--- src/design/lpac_pkg.sv ---
// shared types and constants for the paged array controller
// no dependencies
package lpac_pkg;

  localparam int IDX_W    = 24;
  localparam int PSIZE_W  = 15;
  localparam int OFF_W    = 14;
  localparam int NSLOT_W  = 5;
  localparam int SLOTO_W  = 4;
  localparam int VICT_W   = 10;
  localparam int CNT_W    = 48;
  localparam int CFGIDX_W = 4;
  localparam int DIVCNT_W = 5;

  localparam logic [PSIZE_W-1:0] PSIZE_MAX   = 15'd16384;
  localparam logic [PSIZE_W-1:0] PSIZE_RST   = 15'd256;
  localparam logic [NSLOT_W-1:0] NSLOT_RST   = 5'd16;
  localparam logic [CFGIDX_W-1:0] REG_PSIZE  = 4'd0;
  localparam logic [CFGIDX_W-1:0] REG_NSLOTS = 4'd1;
  localparam logic [DIVCNT_W-1:0] DIV_LAST   = 5'(IDX_W - 1);
  localparam logic [CNT_W-1:0]   CNT_MAX     = {CNT_W{1'b1}};

  typedef struct packed {
    logic load;
    logic div_step;
    logic scan_step;
    logic commit;
  } dp_cmd_t;

  typedef struct packed {
    logic div_last;
    logic scan_last;
    logic out_free;
  } dp_sts_t;

endpackage

--- src/design/lru_paged_array_controller.sv ---
// top level of the paged array controller: configuration registers,
// sequencer and datapath; depends on lpac_pkg, lpac_ctrl, lpac_dp
//
// channel   ports                              handshake
// in        in_element_index                   in_valid / in_stall
// out       out_page_number .. out_out_of_range out_valid / out_stall
// cfg       cfg_index, cfg_data                cfg_valid / cfg_ready
//
// one item passes through load, divide, slot scan and commit:
// 24 steps of the one-bit restoring divider, then one slot per cycle in the scan
// a new item is taken while the previous result still waits in the output register
// the commit waits while a held result is stalled
// reset clears slot valid, dirty and stamp state, stamp clock, counters and configuration
module lru_paged_array_controller #(
  parameter int NUM_SLOTS  = 16,
  parameter int MAX_PAGES  = 1024,
  parameter int STAMP_BITS = 32
) (
  input  logic                                clk,
  input  logic                                rst_n,
  input  logic                                in_valid,
  output logic                                in_stall,
  input  logic [lpac_pkg::IDX_W-1:0]          in_element_index,
  output logic                                out_valid,
  input  logic                                out_stall,
  output logic [lpac_pkg::IDX_W-1:0]          out_page_number,
  output logic [lpac_pkg::OFF_W-1:0]          out_page_offset,
  output logic [lpac_pkg::SLOTO_W-1:0]        out_ram_slot,
  output logic                                out_was_hit,
  output logic                                out_load_needed,
  output logic                                out_writeback_needed,
  output logic [lpac_pkg::VICT_W-1:0]         out_victim_page,
  output logic [lpac_pkg::CNT_W-1:0]          out_hit_total,
  output logic [lpac_pkg::CNT_W-1:0]          out_fault_total,
  output logic                                out_out_of_range,
  input  logic                                cfg_valid,
  output logic                                cfg_ready,
  input  logic [lpac_pkg::CFGIDX_W-1:0]       cfg_index,
  input  logic [lpac_pkg::PSIZE_W-1:0]        cfg_data
);

  logic [lpac_pkg::PSIZE_W-1:0] psize_r;
  logic [lpac_pkg::NSLOT_W-1:0] nslots_r;

  assign cfg_ready = 1'b1;

  always_ff @(posedge clk) begin
    if (!rst_n) begin
      psize_r  <= lpac_pkg::PSIZE_RST;
      nslots_r <= lpac_pkg::NSLOT_RST;
    end else if (cfg_valid) begin
      if (cfg_index == lpac_pkg::REG_PSIZE)  psize_r  <= cfg_data;
      if (cfg_index == lpac_pkg::REG_NSLOTS) nslots_r <= cfg_data[lpac_pkg::NSLOT_W-1:0];
    end
  end

  lpac_pkg::dp_cmd_t cmd;
  lpac_pkg::dp_sts_t sts;

  lpac_ctrl u_ctrl (
    .clk      (clk),
    .rst_n    (rst_n),
    .in_valid (in_valid),
    .in_stall (in_stall),
    .sts      (sts),
    .cmd      (cmd)
  );

  lpac_dp #(
    .NUM_SLOTS  (NUM_SLOTS),
    .MAX_PAGES  (MAX_PAGES),
    .STAMP_BITS (STAMP_BITS)
  ) u_dp (
    .clk                  (clk),
    .rst_n                (rst_n),
    .cmd                  (cmd),
    .sts                  (sts),
    .in_element_index     (in_element_index),
    .page_size            (psize_r),
    .slots_in_use         (nslots_r),
    .out_stall            (out_stall),
    .out_valid            (out_valid),
    .out_page_number      (out_page_number),
    .out_page_offset      (out_page_offset),
    .out_ram_slot         (out_ram_slot),
    .out_was_hit          (out_was_hit),
    .out_load_needed      (out_load_needed),
    .out_writeback_needed (out_writeback_needed),
    .out_victim_page      (out_victim_page),
    .out_hit_total        (out_hit_total),
    .out_fault_total      (out_fault_total),
    .out_out_of_range     (out_out_of_range)
  );

endmodule

--- src/design/lpac_ctrl.sv ---
// sequencer for one access: divide, slot scan, commit
// depends on lpac_pkg
module lpac_ctrl (
  input  logic               clk,
  input  logic               rst_n,
  input  logic               in_valid,
  output logic               in_stall,
  input  lpac_pkg::dp_sts_t  sts,
  output lpac_pkg::dp_cmd_t  cmd
);

  localparam logic [1:0] ST_IDLE   = 2'd0;
  localparam logic [1:0] ST_DIV    = 2'd1;
  localparam logic [1:0] ST_SCAN   = 2'd2;
  localparam logic [1:0] ST_COMMIT = 2'd3;

  logic [1:0] state_r, state_nxt;

  always_comb begin
    state_nxt = state_r;
    cmd = '0;
    unique case (state_r)
      ST_IDLE: begin
        if (in_valid) begin
          cmd.load = 1'b1;
          state_nxt = ST_DIV;
        end
      end
      ST_DIV: begin
        cmd.div_step = 1'b1;
        if (sts.div_last) state_nxt = ST_SCAN;
      end
      ST_SCAN: begin
        cmd.scan_step = 1'b1;
        if (sts.scan_last) state_nxt = ST_COMMIT;
      end
      ST_COMMIT: begin
        // hold until the output register can take the result
        if (sts.out_free) begin
          cmd.commit = 1'b1;
          state_nxt = ST_IDLE;
        end
      end
      default: state_nxt = ST_IDLE;
    endcase
  end

  assign in_stall = (state_r != ST_IDLE);

  always_ff @(posedge clk) begin
    if (!rst_n) state_r <= ST_IDLE;
    else        state_r <= state_nxt;
  end

endmodule

--- src/design/lpac_dp.sv ---
// datapath: restoring divider, slot registers, lru scan, counters, result register
// depends on lpac_pkg
module lpac_dp #(
  parameter int NUM_SLOTS  = 16,
  parameter int MAX_PAGES  = 1024,
  parameter int STAMP_BITS = 32
) (
  input  logic                               clk,
  input  logic                               rst_n,
  input  lpac_pkg::dp_cmd_t                  cmd,
  output lpac_pkg::dp_sts_t                  sts,
  input  logic [lpac_pkg::IDX_W-1:0]         in_element_index,
  input  logic [lpac_pkg::PSIZE_W-1:0]       page_size,
  input  logic [lpac_pkg::NSLOT_W-1:0]       slots_in_use,
  input  logic                               out_stall,
  output logic                               out_valid,
  output logic [lpac_pkg::IDX_W-1:0]         out_page_number,
  output logic [lpac_pkg::OFF_W-1:0]         out_page_offset,
  output logic [lpac_pkg::SLOTO_W-1:0]       out_ram_slot,
  output logic                               out_was_hit,
  output logic                               out_load_needed,
  output logic                               out_writeback_needed,
  output logic [lpac_pkg::VICT_W-1:0]        out_victim_page,
  output logic [lpac_pkg::CNT_W-1:0]         out_hit_total,
  output logic [lpac_pkg::CNT_W-1:0]         out_fault_total,
  output logic                               out_out_of_range
);

  localparam int SW  = (NUM_SLOTS > 1) ? $clog2(NUM_SLOTS) : 1;
  localparam int NW  = $clog2(NUM_SLOTS + 1) + 1;
  localparam int PW  = $clog2(MAX_PAGES);
  localparam logic [SW-1:0] SLOT_LAST = SW'(NUM_SLOTS - 1);
  localparam logic [lpac_pkg::IDX_W-1:0] PAGE_LIM = lpac_pkg::IDX_W'(MAX_PAGES);

  // access registers
  logic [lpac_pkg::IDX_W-1:0]    quo_r;      // index, shifted into quotient
  logic [lpac_pkg::OFF_W-1:0]    rem_r;
  logic [lpac_pkg::PSIZE_W-1:0]  ps_r;
  logic [NW-1:0]                 ns_r;
  logic [lpac_pkg::DIVCNT_W-1:0] dcnt_r;
  logic [SW-1:0]                 sidx_r;

  // scan results
  logic           hit_r, free_r;
  logic [SW-1:0]  hslot_r, fslot_r, bslot_r;
  logic [STAMP_BITS-1:0] best_r;
  logic [PW-1:0]  bpage_r;
  logic           bdirty_r;

  // slot state
  logic                  sp_valid_r [NUM_SLOTS];
  logic [PW-1:0]         sp_page_r  [NUM_SLOTS];
  logic                  sp_dirty_r [NUM_SLOTS];
  logic [STAMP_BITS-1:0] sp_stamp_r [NUM_SLOTS];
  logic [STAMP_BITS-1:0] clock_r;
  logic [lpac_pkg::CNT_W-1:0] hits_r, faults_r;

  logic out_valid_r;

  // clamped configuration
  logic [lpac_pkg::PSIZE_W-1:0] ps_c;
  logic [NW-1:0]                ns_c;
  always_comb begin
    priority if (page_size == '0)               ps_c = lpac_pkg::PSIZE_W'(1);
    else if (page_size > lpac_pkg::PSIZE_MAX)   ps_c = lpac_pkg::PSIZE_MAX;
    else                                        ps_c = page_size;
    priority if (slots_in_use == '0)            ns_c = NW'(1);
    else if (NW'(slots_in_use) > NW'(NUM_SLOTS)) ns_c = NW'(NUM_SLOTS);
    else                                        ns_c = NW'(slots_in_use);
  end

  // one quotient bit per step
  logic [lpac_pkg::PSIZE_W-1:0] trial;
  logic                         ge;
  logic [lpac_pkg::PSIZE_W-1:0] diff;
  assign trial = {rem_r, quo_r[lpac_pkg::IDX_W-1]};
  assign ge    = (trial >= ps_r);
  assign diff  = trial - ps_r;

  // scan slot at sidx_r
  logic           in_use;
  logic           s_valid, s_dirty;
  logic [PW-1:0]  s_page;
  logic [STAMP_BITS-1:0] s_stamp;
  assign s_valid = sp_valid_r[sidx_r];
  assign s_page  = sp_page_r[sidx_r];
  assign s_dirty = sp_dirty_r[sidx_r];
  assign s_stamp = sp_stamp_r[sidx_r];
  assign in_use  = (NW'(sidx_r) < ns_r);

  logic oor;
  logic [PW-1:0] page_lo;
  assign oor     = (quo_r >= PAGE_LIM);
  assign page_lo = quo_r[PW-1:0];

  // commit decisions
  logic [SW-1:0] slot_sel;
  logic          evict;
  always_comb begin
    priority if (hit_r) slot_sel = hslot_r;
    else if (free_r)    slot_sel = fslot_r;
    else                slot_sel = bslot_r;
    evict = !oor && !hit_r && !free_r;
  end

  logic out_free;
  assign out_free = !out_valid_r || !out_stall;
  assign sts.out_free  = out_free;
  assign sts.div_last  = (dcnt_r == lpac_pkg::DIV_LAST);
  assign sts.scan_last = (sidx_r == SLOT_LAST);

  always_ff @(posedge clk) begin
    if (cmd.load) begin
      quo_r  <= in_element_index;
      rem_r  <= '0;
      ps_r   <= ps_c;
      ns_r   <= ns_c;
      dcnt_r <= '0;
      sidx_r <= '0;
      hit_r  <= 1'b0;
      free_r <= 1'b0;
    end
    if (cmd.div_step) begin
      rem_r  <= ge ? diff[lpac_pkg::OFF_W-1:0] : trial[lpac_pkg::OFF_W-1:0];
      quo_r  <= {quo_r[lpac_pkg::IDX_W-2:0], ge};
      dcnt_r <= dcnt_r + 1'b1;
    end
    if (cmd.scan_step) begin
      if (!sts.scan_last) sidx_r <= sidx_r + 1'b1;
      if (s_valid && s_page == page_lo) begin
        hit_r   <= 1'b1;
        hslot_r <= sidx_r;
      end
      if (in_use && !s_valid && !free_r) begin
        free_r  <= 1'b1;
        fslot_r <= sidx_r;
      end
      // first slot seeds the minimum, lowest index wins ties
      if (sidx_r == '0 || (in_use && s_stamp < best_r)) begin
        best_r   <= s_stamp;
        bslot_r  <= sidx_r;
        bpage_r  <= s_page;
        bdirty_r <= s_dirty;
      end
    end
  end

  // slot state and counters
  always_ff @(posedge clk) begin
    if (!rst_n) begin
      for (int i = 0; i < NUM_SLOTS; i++) begin
        sp_valid_r[i] <= 1'b0;
        sp_dirty_r[i] <= 1'b0;
        sp_stamp_r[i] <= '0;
      end
      clock_r  <= '0;
      hits_r   <= '0;
      faults_r <= '0;
    end else if (cmd.commit && !oor) begin
      sp_dirty_r[slot_sel] <= 1'b1;
      if (hit_r) begin
        sp_stamp_r[slot_sel] <= clock_r;
        clock_r <= clock_r + 1'b1;
        if (hits_r != lpac_pkg::CNT_MAX) hits_r <= hits_r + 1'b1;
      end else begin
        // load tick then access tick
        sp_valid_r[slot_sel] <= 1'b1;
        sp_stamp_r[slot_sel] <= clock_r + 1'b1;
        clock_r <= clock_r + STAMP_BITS'(2);
        if (faults_r != lpac_pkg::CNT_MAX) faults_r <= faults_r + 1'b1;
      end
    end
  end

  always_ff @(posedge clk) begin
    if (cmd.commit && !oor && !hit_r) sp_page_r[slot_sel] <= page_lo;
  end

  // result register
  logic [lpac_pkg::CNT_W-1:0] hits_nxt, faults_nxt;
  assign hits_nxt   = (!oor && hit_r && hits_r != lpac_pkg::CNT_MAX) ?
                      hits_r + 1'b1 : hits_r;
  assign faults_nxt = (!oor && !hit_r && faults_r != lpac_pkg::CNT_MAX) ?
                      faults_r + 1'b1 : faults_r;

  always_ff @(posedge clk) begin
    if (!rst_n) begin
      out_valid_r <= 1'b0;
    end else if (cmd.commit) begin
      out_valid_r <= 1'b1;
    end else if (!out_stall) begin
      out_valid_r <= 1'b0;
    end
  end

  always_ff @(posedge clk) begin
    if (cmd.commit) begin
      out_page_number      <= quo_r;
      out_page_offset      <= rem_r;
      out_ram_slot         <= oor ? '0 : lpac_pkg::SLOTO_W'(slot_sel);
      out_was_hit          <= !oor && hit_r;
      out_load_needed      <= !oor && !hit_r;
      out_writeback_needed <= evict && bdirty_r;
      out_victim_page      <= evict ? lpac_pkg::VICT_W'(bpage_r) : '0;
      out_hit_total        <= hits_nxt;
      out_fault_total      <= faults_nxt;
      out_out_of_range     <= oor;
    end
  end

  assign out_valid = out_valid_r;

endmodule
--- config.mk ---
export PLATFORM = sky130hd
export DESIGN_NAME = lru_paged_array_controller
export DESIGN_NICKNAME = d
export VERILOG_FILES = /design/src/design/lpac_pkg.sv /design/src/design/lru_paged_array_controller.sv /design/src/design/lpac_ctrl.sv /design/src/design/lpac_dp.sv
export SDC_FILE = /design/constraint.sdc
export NUM_CORES = 2
export LEC_CHECK = 0
export ABC_AREA = 1
export ABC_CLOCK_PERIOD_IN_PS = 8500
export CAP_MARGIN = 10
export CORE_AREA = 3 3 310 312
export CTS_CLUSTER_SIZE = 24
export DETAILED_ROUTE_END_ITERATION = 10
export DIE_AREA = 0 0 313 315
export DONT_BUFFER_PORTS = 1
export PLACE_DENSITY = 0.75
export REMOVE_ABC_BUFFERS = 1
export SYNTH_ARGS = -nofsm -noshare
export SYNTH_HDL_FRONTEND = slang
export SYNTH_SLANG_ARGS = --single-unit
--- constraint.sdc ---
create_clock -name clk -period 8.5 [get_ports clk]
set_clock_uncertainty 0.05 [all_clocks]
set_input_delay 0.425 -clock clk [delete_from_list [all_inputs] [get_ports clk]]
set_output_delay 0.425 -clock clk [all_outputs]
set_load 0.01 [all_outputs]
# After elaboration in Yosys (flattened, before gate mapping)
# Memory sizes are Yosys's and may differ from the RTL's. A register that Yosys moved wholly into a read port is not among the register bits.
# Index checks and enable logic that the tools add are counted.
word_totals:
  ff_bits: 427
  ramBits: 704
  input_bits: 48
  output_inout_bits: 155
  mem_count: 4
op_classes:
  add_sub_neg: 7
  order_cmp: 6
  n_eq_ne: 14
  n_mux: 60
  bitwise: 2
  reduce_logical: 40
memory_table:
  columns: ["name", "depth", "width", "read_ports", "rd_ports_with_merged_regs", "write_ports", "line_no", "text"]
  rows:
  - ["u_dp.sp_stamp_r", 16, 32, 1, 1, 16, "lpac_dp.sv:54", "logic [STAMP_BITS-1:0] sp_stamp_r [NUM_SLOTS];"]
  - ["u_dp.sp_page_r", 16, 10, 1, 1, 1, "lpac_dp.sv:52", "logic [PW-1:0] sp_page_r [NUM_SLOTS];"]
  - ["u_dp.sp_dirty_r", 16, 1, 1, 1, 16, "lpac_dp.sv:53", "logic sp_dirty_r [NUM_SLOTS];"]
  - ["u_dp.sp_valid_r", 16, 1, 1, 1, 16, "lpac_dp.sv:51", "logic sp_valid_r [NUM_SLOTS];"]
op_table:
  columns: ["operator", "count"]
  rows:
  - ["$add A48 B1 Y48 const B", 2]
  - ["$mux W32", 3]
  - ["$mux W48", 2]
  - ["$ne A48 B48 Y1 const B", 2]
  - ["$mux W24", 2]
  - ["$mux W14", 3]
  - ["$mux W1", 33]
  - ["$add A32 B1 Y32 const B", 1]
  - ["$add A32 B2 Y32 const B", 1]
  - ["$lt A32 B32 Y1", 1]
  - ["$mux W4", 8]
  - ["$reduce_or A32 Y1", 1]
  - ["$ge A24 B11 Y1 const B", 1]
  - ["$ge A15 B15 Y1", 1]
  - ["$gt A15 B15 Y1 const B", 1]
  - ["$logic_not A15 Y1", 1]
  - ["$mux W15", 1]
  - ["$mux W5", 3]
  - ["$sub A14 B14 Y14", 1]
  - ["$logic_and A1 B1 Y1", 12]
  - ["$eq A10 B10 Y1", 1]
  - ["$reduce_and A2 Y1", 5]
  - ["$logic_not A4 Y1", 2]
  - ["$mux W2", 4]
  - ["23 further kinds", 37]

# Logic depth before layout (Yosys ltp)
logic_depth:
  word_depth: 11
  mapped_depth: 22

# By module
# A second synthesis with hierarchy kept.
hier_totals:
  cells_unflattened: 5202
  area_unflattened_um2: 51573.2
modules_own_cells:
  columns: ["mod", "n_inst", "cells_each", "area_per_inst_um2", "seq_area_each_um2"]
  rows:
  - ["lpac_dp", 1, 5000, 50305.7, 31630.3]
  - ["lru_paged_array_controller", 1, 167, 1044.8, 400.4]
  - ["lpac_ctrl", 1, 35, 222.7, 40.0]

# Worst setup path after synthesis
# No wires, ideal clock.
synth_path:
  kind: "reg-to-reg"
  from: "register u_dp.sidx_r[0]"
  to: "register u_dp.bdirty_r, read port of u_dp.sp_dirty_r, enable pin"
  setup_time_ns: 0.467
  t_arrival_ns: 5.177
  required_time_ns: 7.983
  slack_ns: 2.806
  path_stages_with_launch: 23
  path_buffers: 6
  synth_period_minus_slack_ns: 5.694
  path_cell_list: "dfxtp_1 > buf_2 > buf_2 > buf_2 > buf_2 > buf_2 > clkbuf_1 > nor2_1 > o221ai_1 > nand3_1 > nand2_1 > ha_1 > a21oi_1 > o21ai_0 > nand3_1 > nand2_1 > nand2_1 > a21oi_1 > nor2_1 > o2111ai_1 > inv_1 > nand2_1 > a21oi_1"
synth_via:
  elab_chain_len: 4
synth_lines:
  columns: ["item", "line_no", "text"]
  rows:
  - ["start, declared", "lpac_dp.sv:41", "logic [SW-1:0] sidx_r;"]
  - ["start signal, assigned", "lpac_dp.sv:129", "if (!sts.scan_last) sidx_r <= sidx_r + 1'b1;"]
  - ["$lt A4 B6 Y1", "lpac_dp.sv:89", "assign in_use = (NW'(sidx_r) < ns_r);"]
  - ["$logic_and A1 B1 Y1", "lpac_dp.sv:139", "if (sidx_r == '0 || (in_use && s_stamp < best_r)) begin"]
  - ["$logic_or A1 B1 Y1", "lpac_dp.sv:139", null]
  - ["$reduce_and A2 Y1 (no line)", null, null]
  - ["end, declared", "lpac_dp.sv:48", "logic bdirty_r;"]
# Several ways; a longest one is shown, not always the timed one.
# A chain may end at the register's enable or synchronous reset.

# Worst setup path after layout
layout_path:
  from: "register u_dp.sidx_r[0]"
  to: "register u_dp.best_r[0], enable pin"
layout_via:
  elab_chain_len: 4
layout_lines:
  columns: ["item", "line_no", "text"]
  rows:
  - ["$lt A4 B6 Y1", "lpac_dp.sv:89", null]
  - ["$logic_and A1 B1 Y1", "lpac_dp.sv:139", null]
  - ["$logic_or A1 B1 Y1 (*)", "lpac_dp.sv:139", null]
  - ["$reduce_and A2 Y1 (no line) (*)", null, null]
  - ["end signal, assigned", "lpac_dp.sv:140", "best_r <= s_stamp;"]
  - ["end, declared", "lpac_dp.sv:46", "logic [STAMP_BITS-1:0] best_r;"]
# Mark *: on every way between the ends. The rest lies on a longest branch, timed or not.

==> impl_metrics.yaml <==
detailed_routing:
  drtIter0Drc: 5054
  viasPerCell: 6.048
  postRouteAntennaNets: 0
  drcViolationCount: 0
  vias: 38150
  post_drt_wl_per_cell_um: 22.10
  dr.pass1.iters: 6
  wl_mm: 139.4
global_routing:
  grt_pass1_vias: 36400
  grt_use_total_pct: 27.72
  grt_pass1_wl_mm: 211.9
  grt_max_degree: 224
  antenna_found_initial: 0
  grt_overflow_total: 0
power_and_ir_drop:
  power.density_nw_per_um2: 270.2
  seq_power_share_pct: 47.2
  combPwrFrac_pct: 21.0
  sw_frac_of_total_pct: 32.09
  p_leak_nw: 19.28
  p_int_mw: 10.30
  clkPwrFrac_pct: 31.8
  power.switching_mw: 4.865
  irDropWorstVdd_uv: 225.8
floorplanning:
  die_h_um: 315
  core_um2: 93330
  initial_core_util_pct: 54.85
  io_pins: 203
  die-area_um2: 98600
  die_w_um: 313
  placementRows: 112
cts:
  tritoncts: "built"
  postCtsSetupBuffers: 0
  cts_resized: 0
  postCtsHoldBufs: 44
  clkSlewWorstSetupHoldPaths_ps: 60
  clkLatencyLatePin_ps: 720
  cts_buffers: 112
  cts_max_level: 3
  clockBufferDepth: 3
  clock-sinks: 1131
  root_buffer: "clkbuf_16"
job:
  cap_violations: 0
layout:
  final_layout_size_suffix_gt1_share_pct: 7.283
  design_area_um2: 56120
  layout.nets: 5068
  fill_cells: 7429
  diodes: 0
  syn_to_final_growth_pct: 9.629
critical_path:
  timing.rr.end: "u_dp.best_r[0]$_DFFE_PP_"
  slowest_stage: "buf_4"
  crit_chain: "inv_8 > buf_4 > o21ai_0 > o221ai_1 > o211ai_1 > nand2_1 > ha_1 > a21oi_1 > nor2_1 > a211oi_1 > o221a_2 > nand2_1 > nand2_1 > nand2_1 > a21oi_4 > buf_4"
  worst_ep_arrival_time_ps: 5640
  cp.required_ps: 8780
  setup.worst_path.class: "flop to flop"
  r2r_slack_ps: 3140
  critPathMostFrequentCell: "nand2_1"
  startpoint_type: "flop"
  worst-r2r-cell-count: 16
  end_kind: "flop"
  crit_fanout: 178
  critPathMaxStageDelay_ps: 730
  rr_startpoint: "u_dp.sidx_r[0]$_DFF_P_"
  crit_start: "u_dp.sidx_r[0]$_DFF_P_"
timing:
  fin_ws_ps: 3138
  rsz0062_at_grt: "no"
  whs_ps: 48.11
  period_minus_slack_ps: 5362
  min_period_over_period_pct: 63.08
  worst_pin_slew_ps: 1259
  hold_viol: 0
  fmax_mhz: 186.5
  setup_violations: 0
  maxSlewHeadroom_pct: 15.60
  final_max_slew_viol_count: 0
synthesis:
  synth_edf_count: 942
  yosysTopAreaCell: "edfxtp_1"
  avgSynthCellArea_um2: 10.13
  netlist_instances: 5051
  yosysUniqueCellTypes: 60
  ys_ff_latch: 1131
  seq_area_frac_synth_pct: 62.65
  yosysTopAreaCellShare_pct: 55.26
  ys.flop_type: "edfxtp_1"
  yosysWarnings: 0
  synthTopCellsByArea: "edfxtp_1 55%, nor2_1 8.0%, dfxtp_1 7.4%, o21ai_0 5.8%, nand2_1 4.0%"
  syn_area_um2: 51190
  async_reset_ff_share_pct: 0
min_path:
  min_from: "in_valid"
  holdPathStages: 3
  hp-class: "input port to flop"
  hold_path_end: "u_dp.hit_r$_DFF_P_"
placement:
  dpl-instance-area_um2: 52090
  pre_cts_slack_ps: 3184
  gp_congestion: 0.9159
  dpl.hpwl_mm: 78.39
  io_buffers: 0
outcome:
  status: "completed"
## cell type report
cell class / count / area (um^2) / area share (%)
Sequential cell: 1131 / 32080 / 57.17
Multi-Input combinational cell: 3234 / 16530 / 29.46
Clock buffer: 143 / 3002 / 5.349
Tap cell: 1254 / 1569 / 2.796
Inverter: 366 / 1389 / 2.475
Timing Repair Buffer: 111 / 973.4 / 1.735
Clock inverter: 68 / 566.8 / 1.010
## synthesized netlist by cell type (all sizes together) (2+ instances only)
cell,count
ha,63
clkinv,4
nor2,1113
xnor2,10
or2,9
a31oi,7
nor3,84
nand4,35
buf,71
dfxtp,189
inv,362
a21boi,3
xor2,136
a221oi,2
nand3b,2
o21ai,615
nor4,24
o311ai,2
clkbuf,249
a21oi,148
a21o,3
nand2,562
o22ai,61
o2111ai,2
o31ai,2
edfxtp,942
o221ai,119
nand3,112
o211ai,62
a22oi,3
a211oi,41
and3,2
nor3b,4
## worst max-delay path by stage
stage	end	slack, ps	cells after the start
2_1_floorplan	u_dp.bdirty_r$_DFFE_PP_	-10140	17
3_3_place_gp	u_dp.best_r[3]$_DFFE_PP_	3310	16
3_5_place_dp	u_dp.best_r[1]$_DFFE_PP_	3180	16
4_1_cts	u_dp.best_r[0]$_DFFE_PP_	3160	16
5_1_grt	u_dp.best_r[0]$_DFFE_PP_	2820	16
6_report	u_dp.best_r[0]$_DFFE_PP_	3140	16
## sequential cells by signal, summed over array words and instances, names as in the netlist, 10 cells and up
signal,count
u_dp.out_fault_total,48
u_dp.faults_r,48
u_dp.out_hit_total,48
u_dp.hits_r,48
u_dp.rem_r,14
u_dp.quo_r,24
u_dp.out_victim_page,10
u_dp.bpage_r,10
u_dp.out_page_number,24
u_dp.ps_r,15
u_dp.sp_stamp_r,512
u_dp.best_r,32
u_dp.clock_r,32
psize_r,15
u_dp.out_page_offset,14
u_dp.sp_valid_r,16
u_dp.sp_page_r,160
u_dp.sp_dirty_r,16
## worst max-delay path: cells and delay by family, from the launching register on
kind	cells	cell delay [ps]
buffers and inverters	3	1990
flip-flops	1	530
adder cells (fa/ha/maj)	1	250
AND/OR/NAND/NOR	5	560
AO/OA/AOI/OAI	7	1430
## stage by stage
| stage | total power [mW] | cells | TNS, ps | util [%] |
|---|---|---|---|---|
| floorplan | 9.319 | 4731 | -847650 | - |
| global placement | 10.21 | 6052 | 0 | 55.81 |
| detailed placement | 10.32 | 6052 | 0 | 55.81 |
| CTS | 15.11 | 6307 | 0 | 60.13 |
| global route | 15.80 | 6307 | 0 | 60.13 |
| finish | 15.16 | 6307 | 0 | 60.13 |
## layout by cell type, fill, tap and decap left out, types with 39 or more instances in the layout
master         instances
a211oi_1              39
a21oi_1              146
buf_4                 66
clkbuf_16            114
dfxtp_1              185
dlygate4sd3_1         43
edfxtp_1             942
ha_1                  63
inv_1                349
nand2_1              522
nand3_1              110
nor2_1              1087
nor3_1                77
o211ai_1              62
o21ai_0              590
o221ai_1             119
o22ai_1               61
xor2_1               135
## kinds of logic after synthesis
logic type                 after synthesis  share of synthesized area, %
muxes                                    1                       0.01956
AOI/OAI and AO/OA                     1073                         12.37
other                                    1                      0.007326
adders and majority gates               64                         1.579
DFF                                   1131                         62.65
xor gates and xnor gates               146                         2.498
buffers and inverters                  686                         5.260
and+or+nand+nor                       1949                         15.61
## power by group through the flow
stage | Combinational (mW) | Sequential, mW | Clock (mW)
global route | 3.52 | 7.20 | 5.07
detailed placement | 3.06 | 7.25 | 0
CTS | 3.12 | 7.14 | 4.85
floorplan | 2.10 | 7.22 | 0
finish | 3.19 | 7.16 | 4.82
global placement | 2.98 | 7.24 | 0
## routing by layer
metal | track usage, % | part of all wire [%]
met5 | 0 | 0
met4 | 10.58 | 3.9
met3 | 5.798 | 12
met2 | 44.04 | 46
met1 | 37.76 | 38
Power figures use the tool's default switching activity.
